### src/rtl/lzssd_pkg.sv
package lzssd_pkg;

  localparam int OFFSET_BITS = 12;
  localparam int LENGTH_BITS = 4;
  localparam int BYTE_W      = 8;
  localparam int SIZE_W      = 25;
  localparam int WIN_DEPTH   = 1 << OFFSET_BITS;
  localparam int TOKEN_W     = 1 + OFFSET_BITS + LENGTH_BITS;
  localparam int TBITS_W     = $clog2(TOKEN_W + 1);
  localparam int LIT_BITS    = 1 + BYTE_W;
  localparam int END_BITS    = 1 + OFFSET_BITS;
  localparam int LEN_W       = LENGTH_BITS + 1;
  localparam int MIN_MATCH   = 2;
  localparam int REM_W       = $clog2(BYTE_W + 1);
  localparam int DATA_W      = 32;
  localparam int PADDR_W     = 3;
  localparam int REG_REAL_SIZE = 0;

  typedef struct packed {
    logic accept;
    logic do_bit;
    logic copy_rd;
    logic copy_wr;
    logic pad_push;
    logic flush;
  } lzssd_cmd_t;

  typedef struct packed {
    logic finished;
    logic bits_done;
    logic tok_copy;
    logic copy_more;
    logic can_push;
    logic pad_needed;
    logic pend_valid;
    logic out_free;
  } lzssd_sts_t;

endpackage

### src/rtl/lzssd_ctrl.sv
module lzssd_ctrl (
  input  logic                clk,
  input  logic                rst,
  input  logic                in_valid,
  output logic                in_ready,
  input  lzssd_pkg::lzssd_sts_t sts,
  output lzssd_pkg::lzssd_cmd_t cmd
);

  localparam logic [2:0] S_IDLE    = 3'd0;
  localparam logic [2:0] S_BIT     = 3'd1;
  localparam logic [2:0] S_COPY_RD = 3'd2;
  localparam logic [2:0] S_COPY_WR = 3'd3;
  localparam logic [2:0] S_PAD     = 3'd4;
  localparam logic [2:0] S_FLUSH   = 3'd5;

  logic [2:0] state;
  logic [2:0] state_next;

  always_ff @(posedge clk) begin
    if (rst) begin
      state <= S_IDLE;
    end else begin
      state <= state_next;
    end
  end

  always_comb begin
    state_next = state;
    cmd        = '0;
    in_ready   = 1'b0;
    case (state)
      S_IDLE: begin
        in_ready = 1'b1;
        if (in_valid) begin
          cmd.accept = 1'b1;
          state_next = S_BIT;
        end
      end
      S_BIT: begin
        if (sts.finished || sts.bits_done) begin
          state_next = S_PAD;
        end else if (sts.can_push) begin
          cmd.do_bit = 1'b1;
          if (sts.tok_copy) begin
            state_next = S_COPY_RD;
          end
        end
      end
      S_COPY_RD: begin
        if (sts.finished || !sts.copy_more) begin
          state_next = S_BIT;
        end else begin
          cmd.copy_rd = 1'b1;
          state_next  = S_COPY_WR;
        end
      end
      S_COPY_WR: begin
        if (sts.can_push) begin
          cmd.copy_wr = 1'b1;
          state_next  = S_COPY_RD;
        end
      end
      S_PAD: begin
        if (sts.pad_needed) begin
          if (sts.can_push) begin
            cmd.pad_push = 1'b1;
          end
        end else begin
          state_next = S_FLUSH;
        end
      end
      S_FLUSH: begin
        if (!sts.pend_valid) begin
          state_next = S_IDLE;
        end else if (sts.out_free) begin
          cmd.flush  = 1'b1;
          state_next = S_IDLE;
        end
      end
      default: begin
        state_next = S_IDLE;
      end
    endcase
  end

  a_one_cmd: assert property (@(posedge clk) disable iff (rst)
    $onehot0(cmd))
    else $error("more than one datapath command at once");

  a_copy_wr_follows_rd: assert property (@(posedge clk) disable iff (rst)
    cmd.copy_rd |=> state == S_COPY_WR)
    else $error("copy read not followed by copy write state");

  a_accept_only_idle: assert property (@(posedge clk) disable iff (rst)
    cmd.accept |=> state == S_BIT && !in_ready)
    else $error("accept did not start bit processing");

endmodule

### config.mk
export PLATFORM = sky130hd
export DESIGN_NAME = lzssd_ctrl
export DESIGN_NICKNAME = d
export VERILOG_FILES = /design/src/rtl/lzssd_pkg.sv /design/src/rtl/lzssd_ctrl.sv
export SDC_FILE = /design/constraint.sdc
export NUM_CORES = 1
export LEC_CHECK = 0
export BUFFER_PORTS_ARGS = -buffer_cell sky130_fd_sc_hd__buf_4
export CAP_MARGIN = 25
export CORE_AREA = 2 2 39 41
export CTS_CLUSTER_DIAMETER = 200
export DETAILED_ROUTE_END_ITERATION = 8
export DIE_AREA = 0 0 41 43
export PLACE_DENSITY = 0.54
export SYNTH_ARGS = -nofsm -noshare
export SYNTH_HDL_FRONTEND = slang
export SYNTH_SLANG_ARGS = --single-unit
### constraint.sdc
create_clock -name clk -period 1.6 [get_ports clk]
set_input_delay 0.16 -clock clk [delete_from_list [all_inputs] [get_ports clk]]
set_output_delay 0.16 -clock clk [all_outputs]
set_load 0.02 [all_outputs]
# Word level (Yosys, flattened, before mapping)
# Index checks and enable logic that the tools add are counted.
[totals] register_bits=3 word_cells=41
[classes] n_eq_ne=11 n_mux=24 reduce_logical=5
[ops] operator="3-bit 2-to-1 mux" n=8
[ops] operator="3-bit one-hot mux with 6 select lines" n=1
[ops] operator="1-bit 2-to-1 mux" n=14
[ops] operator="3-bit != test (second input constant)" n=3
[ops] operator="3-bit by 2-bit == test with 1-bit output (second input constant)" n=2
[ops] operator="3-bit == test (second input constant)" n=2
[ops] operator="2-bit != test (second input constant)" n=3
[ops] operator="6-bit AND reduction" n=1
[ops] operator="3-bit by 1-bit == test with 1-bit output (second input constant)" n=1
[ops] operator="3-bit zero test" n=1
[ops] operator="1-bit logical OR" n=2
[ops] operator="2-bit 2-to-1 mux" n=1
[ops] operator="1-bit zero test" n=1

# Logic depth before layout (Yosys ltp)
[depth] ltp_word=4 ltp_mapped=5

# Worst setup path after synthesis
# No wires, ideal clock.
[synth_timing] path_kind="reg-to-output" startpoint="reg state[0]" endpoint="out cmd[5] in the netlist's numbering" arrival_time_ns=1.308 t_required_ns=1.440 slack_ns=0.132 stages_incl_launch_ff=4 n_path_buf=1 cell_sequence="dfxtp_1 -> buf_4 -> nor3_1 -> and2_1"
[synth_lines] element="start, declared" line="lzssd_ctrl.sv:17" text="logic [2:0] state;"
[synth_lines] element="start signal, assigned" line="lzssd_ctrl.sv:24" text="state <= state_next;"
[synth_lines] element="end, declared" line="lzssd_ctrl.sv:7" text="output lzssd_pkg::lzssd_cmd_t cmd"

==> impl_metrics.csv <==
group,metric,value,unit
sta,period_share,92.55,%
clock_network,clockRootBuffer,"clkbuf_4",
clock_network,cts_tree,"yes",
clock_network,holdBufCountCts,0,
grt,grt_use_total,10.72,%
worst_setup_path,arrival,1.32,ns
worst_hold_path,hold_path_class,"input port to flop",
grt,grt_pass1_vias,293,
clock_network,cts_resized,0,
worst_setup_path,rr_startpoint,"state[0]$_SDFFE_PP0P_",
grt,grt_pass1_wl,1.200,mm
sta,min_period,1.481,ns
worst_hold_path,min_from,"rst",
flow_run,cap_violations,0,
clock_network,clkSinkCount,3,
yosys,yosysTopAreaCell,"dfxtp_1",
floorplanning,die_h,43,µm
yosys,synth_cells,42,
yosys,synth_top_flop_cell,"dfxtp_1",
worst_setup_path,crit_family,"flip-flops",
finish,fin_nets,72,
power_and_ir_drop,p_total,0.5930,mW
grt,antenna_found_initial,0,
sta,setup_violations,0,
yosys,ys_ff_latch,3,
sta,maxSlewHeadroom,69.73,%
finish,synthToLayoutAreaGrowth,44.79,%
grt,grt_max_degree,13,
power_and_ir_drop,ir_drop,322.3,µV
yosys,ys_seq_area_share,18.53,%
clock_network,post_cts_buffers,0,
worst_setup_path,path_cells,"nor3b_2 -> and3_2 -> buf_4",
yosys,ys_warn_count,0,
routing,drtIter0Drc,3,
worst_setup_path,worstPathRequired,1.44,ns
floorplanning,rows,14,
sta,hold_viol_final,0,
worst_setup_path,path_buf_inv,1,
worst_setup_path,crit_path_max_incr_delay,0.52,ns
worst_setup_path,start_kind,"flop",
floorplanning,die_width,41,µm
routing,wirelength,833,µm
yosys,synth_top_area_share,18.53,%
run_status,status,"completed",
floorplanning,dieArea,0.001763,mm²
clock_network,clkTransAtPathRegs,0.04,ns
worst_setup_path,slowest_stage,"dfxtp_1",
finish,largest_register,"state",
place,dp_hpwl,625,µm
worst_setup_path,critPathCaptureType,"output pin",
sta,worst-slew-pin-transition,0.4427,ns
routing,drcViolationCount,0,
yosys,synth_area_per_cell,7.716,µm²
yosys,syn_nets,53,
worst_setup_path,worstPathMaxFanout,11,
routing,ant_nets,0,
clock_network,h-tree-depth,1,
sta,max_freq,675.3,MHz
finish,top_regs,"state: 3 flops",
finish,drive_gt1_share,43.33,%
yosys,synth_commonest_cells,"nand2_1 (4), nor2_1 (4), dfxtp_1 (3), inv_1 (3)",
worst_setup_path,crit_type,"flop to output pin",
grt,grt-ovfl-total,0,
finish,diodes,0,
yosys,synth_cell_types,27,
yosys,synthTopCellsByArea,"dfxtp_1 (19%), buf_6 (6.9%), mux2i_1 (6.2%), and4bb_4 (5.0%), nand2_1 (4.6%)",
sta,grt_setup_unrepaired,"false",
routing,vias,368,
routing,first_pass_iters,2,
floorplanning,io_pins,18,
sta,clock-skew-final,0.005317,ns
clock_network,cts_buffer_depth,2,
place,gp_congestion,0.7655,
clock_network,cts_buffers,3,
sta,setup_tns,0,ns
floorplanning,initial_core_util,23.42,%
routing,wl_per_cell,10.96,µm
yosys,netlist_area,324.1,µm²
sta,slew_violations,0,
worst_setup_path,crit_start,"state[0]$_SDFFE_PP0P_",
finish,largest_reg_flops,3,
yosys,synth_edf_count,0,
place,numPortBuffers,17,
power_and_ir_drop,powerDensity,1264,mW/mm²
routing,via_per_inst,4.842,
clock_network,clkLatencyLatePin,0.23,ns
power_and_ir_drop,power_leakage,0.2136,nW
floorplanning,core_area,0.001384,mm²
yosys,async_flop_share,0,%
worst reg2reg max path, delay by kind of cell, from the launching register on:
family | cells | cell delay, ns
AOI/OAI and AO/OA | 2 | 0.64
DFF | 1 | 0.52
where the power goes:
group / switching, mW / total (mW) / internal, mW / leakage, nW
Sequential: 0.0702 / 0.171 / 0.101 / 0.0252
Combinational: 0.134 / 0.289 / 0.156 / 0.173
Clock: 0.0388 / 0.132 / 0.0935 / 0.0150
per-stage QoR:
stage / cells / util, % / hold WS, ns / worst slack (ns) / area (µm²)
6_report: 76 / 33.91 / 0.1671 / 0.1192 / 469.2
5_1_grt: 76 / 33.91 / 0.1749 / 0.01672 / 469.2
4_1_cts: 76 / 33.82 / 0.1652 / 0.05839 / 467.9
3_5_place_dp: 72 / 31.92 / 0.4046 / 0.2698 / 441.7
3_3_place_gp: 72 / 31.92 / 0.4078 / 0.2722 / 441.7
2_1_floorplan: 42 / - / 0.2507 / 0.1322 / 324.1
path summary, 6_finish.rpt:
| check | end | slack [ns] | cells after the start |
|---|---|---|---|
| worst min register to register | state[2]$_SDFFE_PP0P_ | 0.61 | 1 |
| worst max register to register | state[2]$_SDFFE_PP0P_ | 0.28 | 2 |
| worst max-delay path | cmd[4] | 0.12 | 3 |
| worst min-delay path | state[2]$_SDFFE_PP0P_ | 0.17 | 2 |
area by class of cell:
class                           count  area, µm²
Clock buffer                        4      26.28
Fill cell                         155      914.6
Inverter                            3      11.26
Multi-Input combinational cell     33      222.7
Sequential cell                     3      61.31
Tap cell                           16      20.02
Timing Repair Buffer               17      127.6
per-layer routing:
metal	share of wire, %	track usage [%]	vias to the layer above	routed length, µm
met3	7.4	3.141	2	62
met4	2.0	10.00	0	17
li1	-	-	186	-
met1	45	12.78	166	374
met2	45	14.37	14	379
met5	0	0	-	0
cell usage in the layout, fill, tap and decap left out, drive strengths merged:
| cell | count |
|---|---|
| buf | 17 |
| nor3b | 2 |
| nor4 | 1 |
| a2111oi | 1 |
| a21oi | 1 |
| nor2 | 4 |
| nor4b | 1 |
| and4bb | 1 |
| nand2 | 4 |
| and2 | 2 |
| mux2i | 2 |
| nand3b | 1 |
| clkbuf | 4 |
| nor3 | 1 |
| nand3 | 1 |
| and3 | 3 |
| inv | 3 |
| nand2b | 1 |
| o21ai | 4 |
| a211o | 2 |
| or2b | 1 |
| dfxtp | 3 |
kinds of logic after synthesis:
kind of cell / share of synthesized area (%)
buffers and inverters: 12.74
multiplexers: 6.178
AND/OR/NAND/NOR: 46.33
flip-flops: 18.53
AO/OA/AOI/OAI: 16.22
No activity file was read; power rests on OpenSTA's default activity.
